### config.mk
export PLATFORM = sky130hd
export DESIGN_NAME = bouncing_sprite_motion
export DESIGN_NICKNAME = d
export VERILOG_FILES = /design/src/rtl/bsm_pkg.sv /design/src/rtl/bsm_step.sv /design/src/rtl/bouncing_sprite_motion.sv
export SDC_FILE = /design/constraint.sdc
export NUM_CORES = 1
export LEC_CHECK = 0
export BUFFER_PORTS_ARGS = -buffer_cell sky130_fd_sc_hd__buf_4
export CAP_MARGIN = 15
export CORE_UTILIZATION = 40
export DETAILED_ROUTE_END_ITERATION = 8
export GPL_ROUTABILITY_DRIVEN = 0
export SLEW_MARGIN = 20
export SYNTH_ARGS = -nofsm -noshare
export SYNTH_HDL_FRONTEND = slang
export SYNTH_HIERARCHICAL = 1
export SYNTH_SLANG_ARGS = --single-unit
### constraint.sdc
create_clock -name aclk -period 17.1 [get_ports aclk]
set_input_delay 3.42 -clock aclk [delete_from_list [all_inputs] [get_ports aclk]]
set_output_delay 3.42 -clock aclk [all_outputs]
set_load 0.02 [all_outputs]
### src/rtl/bsm_pkg.sv
`default_nettype none

package bsm_pkg;

    // Configuration register indexes.
    localparam logic [1:0] CFG_FRAME_PERIOD = 2'd0;
    localparam logic [1:0] CFG_MIN_SPEED    = 2'd1;
    localparam logic [1:0] CFG_MAX_SPEED    = 2'd2;

    localparam logic [7:0] FRAME_PERIOD_RST = 8'd13;
    localparam logic [8:0] MIN_SPEED_RST    = 9'd80;
    localparam logic [8:0] MAX_SPEED_RST    = 9'd250;

    localparam logic signed [10:0] VEL_X_RST = 11'sd180;
    localparam logic signed [10:0] VEL_Y_RST = 11'sd140;

    // Seeding of the first velocities and the jitter offset.
    localparam logic [10:0] SEED_BASE_X  = 11'd140;
    localparam logic [10:0] SEED_BASE_Y  = 11'd200;
    localparam logic [10:0] JITTER_BIAS  = 11'd16;

    typedef struct packed {
        logic [7:0] frame_period;
        logic [8:0] min_speed;
        logic [8:0] max_speed;
    } cfg_t;

    typedef struct packed {
        logic       command;
        logic [5:0] seed;
        logic       flip_x;
        logic       flip_y;
        logic [4:0] jitter_side;
        logic [4:0] jitter_floor;
    } item_t;

    typedef struct packed {
        logic              started;
        logic [15:0]       fix_x;
        logic [15:0]       fix_y;
        logic signed [10:0] vel_x;
        logic signed [10:0] vel_y;
        logic [6:0]        shown_x;
        logic [5:0]        shown_y;
        logic [7:0]        tick_count;
    } state_t;

    typedef struct packed {
        logic [6:0] pos_x;
        logic [5:0] pos_y;
        logic       corner_hit;
    } result_t;

endpackage

`default_nettype wire

### src/rtl/bsm_step.sv
`default_nettype none

module bsm_step #(
    parameter int SCREEN_W = 128,
    parameter int SCREEN_H = 64,
    parameter int SPRITE_W = 48,
    parameter int SPRITE_H = 24
) (
    input  bsm_pkg::cfg_t    cfg,
    input  bsm_pkg::state_t  state,
    input  bsm_pkg::item_t   item,
    output bsm_pkg::state_t  state_next,
    output bsm_pkg::result_t result,
    output logic             result_valid
);

    localparam int SPAN_X = (SCREEN_W > SPRITE_W) ? SCREEN_W - SPRITE_W : 0;
    localparam int SPAN_Y = (SCREEN_H > SPRITE_H) ? SCREEN_H - SPRITE_H : 0;
    localparam logic signed [17:0] MAX_FX = 18'(SPAN_X * 256);
    localparam logic signed [17:0] MAX_FY = 18'(SPAN_Y * 256);
    localparam logic [15:0] CENTRE_FX = 16'((SPAN_X / 2) * 256);
    localparam logic [15:0] CENTRE_FY = 16'((SPAN_Y / 2) * 256);
    localparam logic [6:0]  CENTRE_X  = 7'(SPAN_X / 2);
    localparam logic [5:0]  CENTRE_Y  = 6'(SPAN_Y / 2);

    // Min clamp first, then max clamp, so min above max ends at max.
    function automatic logic signed [10:0] clamp_speed(
        input logic signed [10:0] v,
        input logic [8:0]         lo,
        input logic [8:0]         hi
    );
        logic signed [10:0] lo_s;
        logic signed [10:0] hi_s;
        logic signed [10:0] r;
        lo_s = $signed({2'b00, lo});
        hi_s = $signed({2'b00, hi});
        r    = v;
        if (r > 11'sd0 && r < lo_s) r = lo_s;
        if (r < 11'sd0 && r > -lo_s) r = -lo_s;
        if (r > hi_s) r = hi_s;
        if (r < -hi_s) r = -hi_s;
        return r;
    endfunction

    logic [7:0]         period;
    logic [7:0]         tick_inc;
    logic signed [10:0] jit_side;
    logic signed [10:0] jit_floor;
    logic signed [10:0] seed_vx;
    logic signed [10:0] seed_vy;
    logic signed [17:0] fx;
    logic signed [17:0] fy;
    logic signed [10:0] vx;
    logic signed [10:0] vy;
    logic               hit_x;
    logic               hit_y;
    logic [6:0]         nx;
    logic [5:0]         ny;

    assign period    = (cfg.frame_period == 8'd0) ? 8'd1 : cfg.frame_period;
    assign tick_inc  = state.tick_count + 8'd1;
    assign jit_side  = $signed({6'b0, item.jitter_side} - bsm_pkg::JITTER_BIAS);
    assign jit_floor = $signed({6'b0, item.jitter_floor} - bsm_pkg::JITTER_BIAS);
    assign seed_vx   = $signed(bsm_pkg::SEED_BASE_X + {5'b0, item.seed});
    assign seed_vy   = $signed(bsm_pkg::SEED_BASE_Y - {5'b0, item.seed});

    // Motion frame: advance, clamp at each wall in turn, then limit the speeds.
    always_comb begin
        fx    = $signed({2'b00, state.fix_x}) + 18'(state.vel_x);
        fy    = $signed({2'b00, state.fix_y}) + 18'(state.vel_y);
        vx    = state.vel_x;
        vy    = state.vel_y;
        hit_x = 1'b0;
        hit_y = 1'b0;
        if (fx <= 18'sd0) begin
            fx    = 18'sd0;
            vx    = -vx;
            vy    = vy + jit_side;
            hit_x = 1'b1;
        end
        if (fx >= MAX_FX) begin
            fx    = MAX_FX;
            vx    = -vx;
            vy    = vy + jit_side;
            hit_x = 1'b1;
        end
        if (fy <= 18'sd0) begin
            fy    = 18'sd0;
            vy    = -vy;
            vx    = vx + jit_floor;
            hit_y = 1'b1;
        end
        if (fy >= MAX_FY) begin
            fy    = MAX_FY;
            vy    = -vy;
            vx    = vx + jit_floor;
            hit_y = 1'b1;
        end
        vx = clamp_speed(vx, cfg.min_speed, cfg.max_speed);
        vy = clamp_speed(vy, cfg.min_speed, cfg.max_speed);
    end

    assign nx = fx[14:8];
    assign ny = fy[13:8];

    always_comb begin
        state_next   = state;
        result       = '0;
        result_valid = 1'b0;
        if (item.command) begin
            state_next.started = 1'b0;
        end else if (!state.started) begin
            state_next.started    = 1'b1;
            state_next.shown_x    = CENTRE_X;
            state_next.shown_y    = CENTRE_Y;
            state_next.fix_x      = CENTRE_FX;
            state_next.fix_y      = CENTRE_FY;
            state_next.vel_x      = item.flip_x ? -seed_vx : seed_vx;
            state_next.vel_y      = item.flip_y ? -seed_vy : seed_vy;
            state_next.tick_count = 8'd0;
            result.pos_x          = CENTRE_X;
            result.pos_y          = CENTRE_Y;
            result_valid          = 1'b1;
        end else if (tick_inc < period) begin
            state_next.tick_count = tick_inc;
        end else begin
            state_next.tick_count = 8'd0;
            state_next.fix_x      = fx[15:0];
            state_next.fix_y      = fy[15:0];
            state_next.vel_x      = vx;
            state_next.vel_y      = vy;
            if (nx != state.shown_x || ny != state.shown_y) begin
                state_next.shown_x = nx;
                state_next.shown_y = ny;
                result.pos_x       = nx;
                result.pos_y       = ny;
                result.corner_hit  = hit_x && hit_y;
                result_valid       = 1'b1;
            end
        end
    end

endmodule

`default_nettype wire

### src/rtl/bouncing_sprite_motion.sv
`default_nettype none

// Bouncing sprite motion. Each input transaction is a millisecond tick or a
// restart; the block keeps the sprite's 8.8 fixed-point position and velocity,
// runs a motion frame every frame_period ticks and sends a result transaction
// only when the integer position changes (always on the first tick after reset
// or restart, which centres the sprite). One transaction is taken per clock:
// it is held in an input register, worked through a single pass of add,
// compare and clamp logic and written to the output register, so a result
// is offered on the output from the output register, not from the step logic. The output
// register lets the next tick be accepted while a result waits; input stalls
// only when both the input and output registers are full and the result side
// is stalled. Configuration writes take effect at once and should be made
// while idle.
module bouncing_sprite_motion #(
    parameter int SCREEN_W = 128,
    parameter int SCREEN_H = 64,
    parameter int SPRITE_W = 48,
    parameter int SPRITE_H = 24
) (
    input  wire logic       aclk,
    input  wire logic       aresetn,

    input  wire logic       cfg_wr_en,
    input  wire logic [1:0] cfg_index,
    input  wire logic [8:0] cfg_data,

    input  wire logic       s_valid,
    output logic            s_ready,
    input  wire logic       s_command,
    input  wire logic [5:0] s_seed,
    input  wire logic       s_flip_x,
    input  wire logic       s_flip_y,
    input  wire logic [4:0] s_jitter_side,
    input  wire logic [4:0] s_jitter_floor,

    output logic            m_valid,
    input  wire logic       m_ready,
    output logic [6:0]      m_pos_x,
    output logic [5:0]      m_pos_y,
    output logic            m_corner_hit
);

    localparam int SPAN_X = (SCREEN_W > SPRITE_W) ? SCREEN_W - SPRITE_W : 0;
    localparam int SPAN_Y = (SCREEN_H > SPRITE_H) ? SCREEN_H - SPRITE_H : 0;
    localparam logic [15:0] MAX_FX = 16'(SPAN_X * 256);
    localparam logic [15:0] MAX_FY = 16'(SPAN_Y * 256);
    localparam logic [6:0]  EDGE_X = 7'(SPAN_X);
    localparam logic [5:0]  EDGE_Y = 6'(SPAN_Y);

    bsm_pkg::cfg_t    cfg_reg;
    bsm_pkg::state_t  state_reg;
    bsm_pkg::state_t  state_next;
    bsm_pkg::item_t   item_reg;
    bsm_pkg::result_t result_reg;
    bsm_pkg::result_t result_next;
    logic             in_valid_reg;
    logic             out_valid_reg;
    logic             result_valid;
    logic             advance;

    // The held transaction moves on whenever the output register can take it.
    assign advance = in_valid_reg && (!out_valid_reg || m_ready);
    assign s_ready = !in_valid_reg || advance;

    always_ff @(posedge aclk) begin
        if (!aresetn) begin
            cfg_reg.frame_period <= bsm_pkg::FRAME_PERIOD_RST;
            cfg_reg.min_speed    <= bsm_pkg::MIN_SPEED_RST;
            cfg_reg.max_speed    <= bsm_pkg::MAX_SPEED_RST;
        end else if (cfg_wr_en) begin
            unique case (cfg_index)
                bsm_pkg::CFG_FRAME_PERIOD: cfg_reg.frame_period <= cfg_data[7:0];
                bsm_pkg::CFG_MIN_SPEED:    cfg_reg.min_speed    <= cfg_data;
                bsm_pkg::CFG_MAX_SPEED:    cfg_reg.max_speed    <= cfg_data;
                default: ;
            endcase
        end
    end

    always_ff @(posedge aclk) begin
        if (!aresetn) begin
            in_valid_reg <= 1'b0;
        end else if (s_ready) begin
            in_valid_reg <= s_valid;
        end
        if (s_valid && s_ready) begin
            item_reg.command      <= s_command;
            item_reg.seed         <= s_seed;
            item_reg.flip_x       <= s_flip_x;
            item_reg.flip_y       <= s_flip_y;
            item_reg.jitter_side  <= s_jitter_side;
            item_reg.jitter_floor <= s_jitter_floor;
        end
    end

    bsm_step #(
        .SCREEN_W (SCREEN_W),
        .SCREEN_H (SCREEN_H),
        .SPRITE_W (SPRITE_W),
        .SPRITE_H (SPRITE_H)
    ) u_step (
        .cfg          (cfg_reg),
        .state        (state_reg),
        .item         (item_reg),
        .state_next   (state_next),
        .result       (result_next),
        .result_valid (result_valid)
    );

    always_ff @(posedge aclk) begin
        if (!aresetn) begin
            state_reg.started    <= 1'b0;
            state_reg.fix_x      <= '0;
            state_reg.fix_y      <= '0;
            state_reg.vel_x      <= bsm_pkg::VEL_X_RST;
            state_reg.vel_y      <= bsm_pkg::VEL_Y_RST;
            state_reg.shown_x    <= '0;
            state_reg.shown_y    <= '0;
            state_reg.tick_count <= '0;
            out_valid_reg        <= 1'b0;
        end else begin
            if (advance) begin
                state_reg     <= state_next;
                out_valid_reg <= result_valid;
            end else if (m_ready) begin
                out_valid_reg <= 1'b0;
            end
        end
        if (advance && result_valid) begin
            result_reg <= result_next;
        end
    end

    assign m_valid      = out_valid_reg;
    assign m_pos_x      = result_reg.pos_x;
    assign m_pos_y      = result_reg.pos_y;
    assign m_corner_hit = result_reg.corner_hit;

    a_fix_x_in_span: assert property (@(posedge aclk) disable iff (!aresetn)
        state_reg.fix_x <= MAX_FX)
        else $error("horizontal position left the travel span");

    a_fix_y_in_span: assert property (@(posedge aclk) disable iff (!aresetn)
        state_reg.fix_y <= MAX_FY)
        else $error("vertical position left the travel span");

    a_no_drop: assert property (@(posedge aclk) disable iff (!aresetn)
        (in_valid_reg && out_valid_reg && !m_ready) |=> in_valid_reg)
        else $error("held transaction lost while the output was stalled");

    a_corner_at_wall: assert property (@(posedge aclk) disable iff (!aresetn)
        (out_valid_reg && result_reg.corner_hit) |->
            ((result_reg.pos_x == 7'd0 || result_reg.pos_x == EDGE_X) &&
             (result_reg.pos_y == 6'd0 || result_reg.pos_y == EDGE_Y)))
        else $error("corner hit reported away from a corner");

endmodule

`default_nettype wire
==> PnR_summary.wiki <==
{| class="wikitable"
! Metric !! Value
|-
| Number of enable flip-flop cells after synthesis || 33
|-
| Height of the die || 202 um
|-
| Multi-input gate area || 12300 um2
|-
| Required time of the critical path || 17.45 ns
|-
| Max FFs per register || 76
|-
| Maximum clock rate || 0.0625 GHz
|-
| Clock transition at path regs || 0.07 ns
|-
| Crit path DAT || 16.35 ns
|-
| Top Metal Used || met4
|-
| Detail Route met2 WL || 23900 um
|-
| Wirelength, routed || 51500 um
|-
| Area used by sequential logic in the layout || 3070 um2
|-
| Type of destination of the critical path || flip-flop
|-
| Cell count after synthesis || 2086
|-
| Startpoint of the tightest hold check path || cfg_reg[23]
|-
| Clock tree from TritonCTS || done
|-
| Root buf cell || clkbuf_16
|-
| Bufs on Longest Clock Path || 2
|-
| Vias per cell || 5.93
|-
| Number of library cell types mapped by synthesis || 112
|-
| Number of antenna violations at the first check in global routing || 0
|-
| Met3 wirelength from detailed routing || 2790 um
|-
| Standard-cell rows || 72
|-
| Largest area contributor in the netlist || ha_1
|-
| Leakage Power || 0.00751 uW
|-
| Max_slew headroom || 25.6%
|-
| # IOs || 51
|-
| PortBufs || 50
|-
| Post-layout power || 1470 uW
|-
| Net total in the final layout || 2324
|-
| Proportion of synthesized chip area in sequential cells || 19.2%
|-
| DR DRC count || 0
|-
| Fin crit share || 93.6%
|-
| Maximum level of the CTS H-tree || 4
|-
| Hold Crit Endpoint || cfg_reg[23]
|-
| Area growth, synth to finish || 10.9%
|-
| Source of the worst register-to-register timing path || state_reg[33]
|-
| Inserted Clock Buffers || 17
|-
| Yosys warnings || 6
|-
| Commonest register cell after synthesis || dfxtp_1
|-
| Syn avg cell area || 7.68 um2
|-
| Setup violations, final || 0
|-
| Chip width || 202 um
|-
| Worst-Margin Slew || 1.12 ns
|-
| Number of cells traversed by the worst register-to-register path || 83
|-
| Proportion of layout cells with a drive suffix above 1 || 10.7%
|-
| Number of buffer and inverter instances along the worst setup path || 8
|-
| Worst min path class || flip-flop to flip-flop
|-
| Sort of element at the start of the critical path || flip-flop
|-
| WL/cell || 19.5 um
|-
| Flops & latches, synth || 137
|-
| Highest ir drop seen on vdd || 68.7 uV
|-
| Area of the core || 39100 um2
|-
| Share of synthesized flip-flops with an asynchronous set or reset || 0%
|-
| Crit path time final || 16.00 ns
|-
| Synthesized Nets || 2296
|-
| Global-route wire length before repair || 80500 um
|-
| Top area cells in the synthesized netlist || ha_1 (13%), dfxtp_1 (13%), nand2_1 (7.3%), mux2i_1 (6.5%), edfxtp_1 (6.2%)
|-
| Ratio of total power to cell area || 82.6 nW/um2
|-
| Number of filler cells placed in the layout || 3882
|-
| ANT nets after route || 0
|-
| Routed met1 length || 23000 um
|-
| Post-synthesis instance area || 16000 um2
|-
| Max stage delay on crit path || 0.57 ns
|-
| Setup Crit Path Kind || flip-flop to flip-flop
|-
| Highest fanout seen on the critical path || 19
|-
| Worst setup skew after layout || 0.0136 ns
|-
| Floorplan die area || 40900 um2
|-
| Accumulated negative setup slack || 0 ns
|-
| Worst-case register-to-register setup slack || 1.10 ns
|-
| Unrepaired setup endpoints after global routing || false
|-
| Starting density of the core || 41.0%
|-
| Cell count of the worst hold path || 2
|-
| Total count of hold-check failures in the final report || 0
|-
| Library cell contributing the largest single delay on the critical path || fa_1
|-
| Final-report max-slew violation count || 0
|-
| Clock sinks || 137
|-
| Via count of the first global-routing pass || 14700
|-
| Maximum number of pins on one net before global-route repair || 67
|-
| Total track usage || 24.7%
|-
| Worst-skew pair later-pin latency || 0.45 ns
|-
| Initial detailed-routing violation count || 1504
|-
| Portion of synthesized cell area occupied by the leading cell type || 13.2%
|-
| CP delay by family, top || compound AO/OA/AOI/OAI gates
|-
| HPWL after detailed placement || 39300 um
|-
| Run status || finished clean
|-
| Antenna cells || 0
|-
| Max Cap Violations || 0
|-
| Endpoint of the most critical register-to-register path || state_reg[28]
|-
| TritonRoute pass-1 iters || 6
|-
| Total gr overflow || 0
|-
| Count of vias placed by the detailed router || 15700
|}
cell families (layout without fill, tap and decap cells):
family	count (synthesis)	after routing	share of synthesized area (%)
AND/OR/NAND/NOR	732	732	21.3
adder cells (fa/ha/maj)	175	175	13.9
flip-flops	137	137	19.2
XOR/XNOR	130	130	7.31
buffers and inverters	214	255	5.68
multiplexers	124	124	7.92
AO/OA/AOI/OAI	574	574	24.7
metal layers:
| layer | GRT usage [%] | vias up |
|---|---|---|
| li1 | - | 7635 |
| met1 | 32.3 | 7398 |
| met2 | 41.0 | 555 |
| met3 | 3.26 | 96 |
| met4 | 10.1 | 0 |
| met5 | 0 | - |
power by group:
part / internal [uW] / leakage [uW] / switching [uW]
Sequential: 342 / 0.00115 / 18.1
Clock: 203 / 0.000272 / 171
Combinational: 302 / 0.00608 / 431
Total: 847 / 0.00751 / 620
worst max path at each step:
stage | start | to | slack (ns) | depth (start not counted)
2_1_floorplan | state_reg[32] | state_reg[28] | 2.48 | 87
5_1_grt | state_reg[32] | state_reg[28] | 0.03 | 86
6_report | state_reg[33] | state_reg[28] | 1.10 | 83
4_1_cts | state_reg[33] | state_reg[28] | 0.13 | 80
3_3_place_gp | state_reg[40] | state_reg[28] | 0.62 | 77
3_5_place_dp | state_reg[33] | state_reg[28] | 0.24 | 80
cell type report:
cell class | instances | area share [%]
inverter | 116 | 2.45
clock inverter | 15 | 0.788
timing repair buffer | 107 | 4.52
clock buffer | 17 | 2.39
multi-input combinational | 1735 | 68.9
sequential | 137 | 17.3
tap | 518 | 3.65
synth_stat cells (30+ instances only):
library cell,count
nor3_1,41
ha_1,169
mux2i_1,104
xnor2_1,84
a21oi_1,114
clkbuf_1,54
nor2_1,137
a21o_1,45
xor2_1,44
edfxtp_1,33
o21ai_0,134
dfxtp_1,104
nand3_1,61
inv_1,113
nand2_1,313
nand4_1,30
per-stage QoR:
| stage | hold slack [ns] | area (um2) | instances | worst slack, ns | util, % |
|---|---|---|---|---|---|
| 2_1_floorplan | 0.439 | 16000 | 2086 | 2.48 | - |
| 3_3_place_gp | 0.462 | 16800 | 2588 | 0.623 | 43.0 |
| 3_5_place_dp | 0.465 | 16800 | 2588 | 0.239 | 43.0 |
| 4_1_cts | 0.474 | 17400 | 2620 | 0.128 | 44.5 |
| 5_1_grt | 0.497 | 17800 | 2645 | 0.0314 | 45.5 |
| 6_report | 0.471 | 17800 | 2645 | 1.10 | 45.5 |
tightest hold or removal path: cells and delay by family (launching register included):
kind | cells | cell delay, ns
flip-flops | 1 | 0.32
AND/OR/NAND/NOR | 1 | 0.06
AO/OA/AOI/OAI | 1 | 0.05
layout by cell type, fill, tap and decap left out, drive strengths merged, types with 13 or more instances in the layout:
cell type,count
a211oi,23
a21boi,17
a21o,46
a21oi,116
a22o,17
a22oi,15
a31oi,16
and2,17
buf,107
clkbuf,17
dfxtp,104
edfxtp,33
ha,169
inv,121
mux2,20
mux2i,104
nand2,314
nand2b,27
nand3,61
nand4,30
nor2,138
nor2b,29
nor3,43
o21a,27
o21ai,147
o22ai,13
o31ai,19
or3,18
xnor2,85
xor2,44
timing repair:
| item | CTS | global route |
|---|---|---|
| resized for setup | 0 | 42 |
| setup buffers | 0 | 25 |
| hold buffers | 0 | 0 |
| setup endpoints to repair | 0 | 22 |
| endpoints found under the hold margin | 0 | 0 |
No activity file was read; power rests on OpenSTA's default activity.
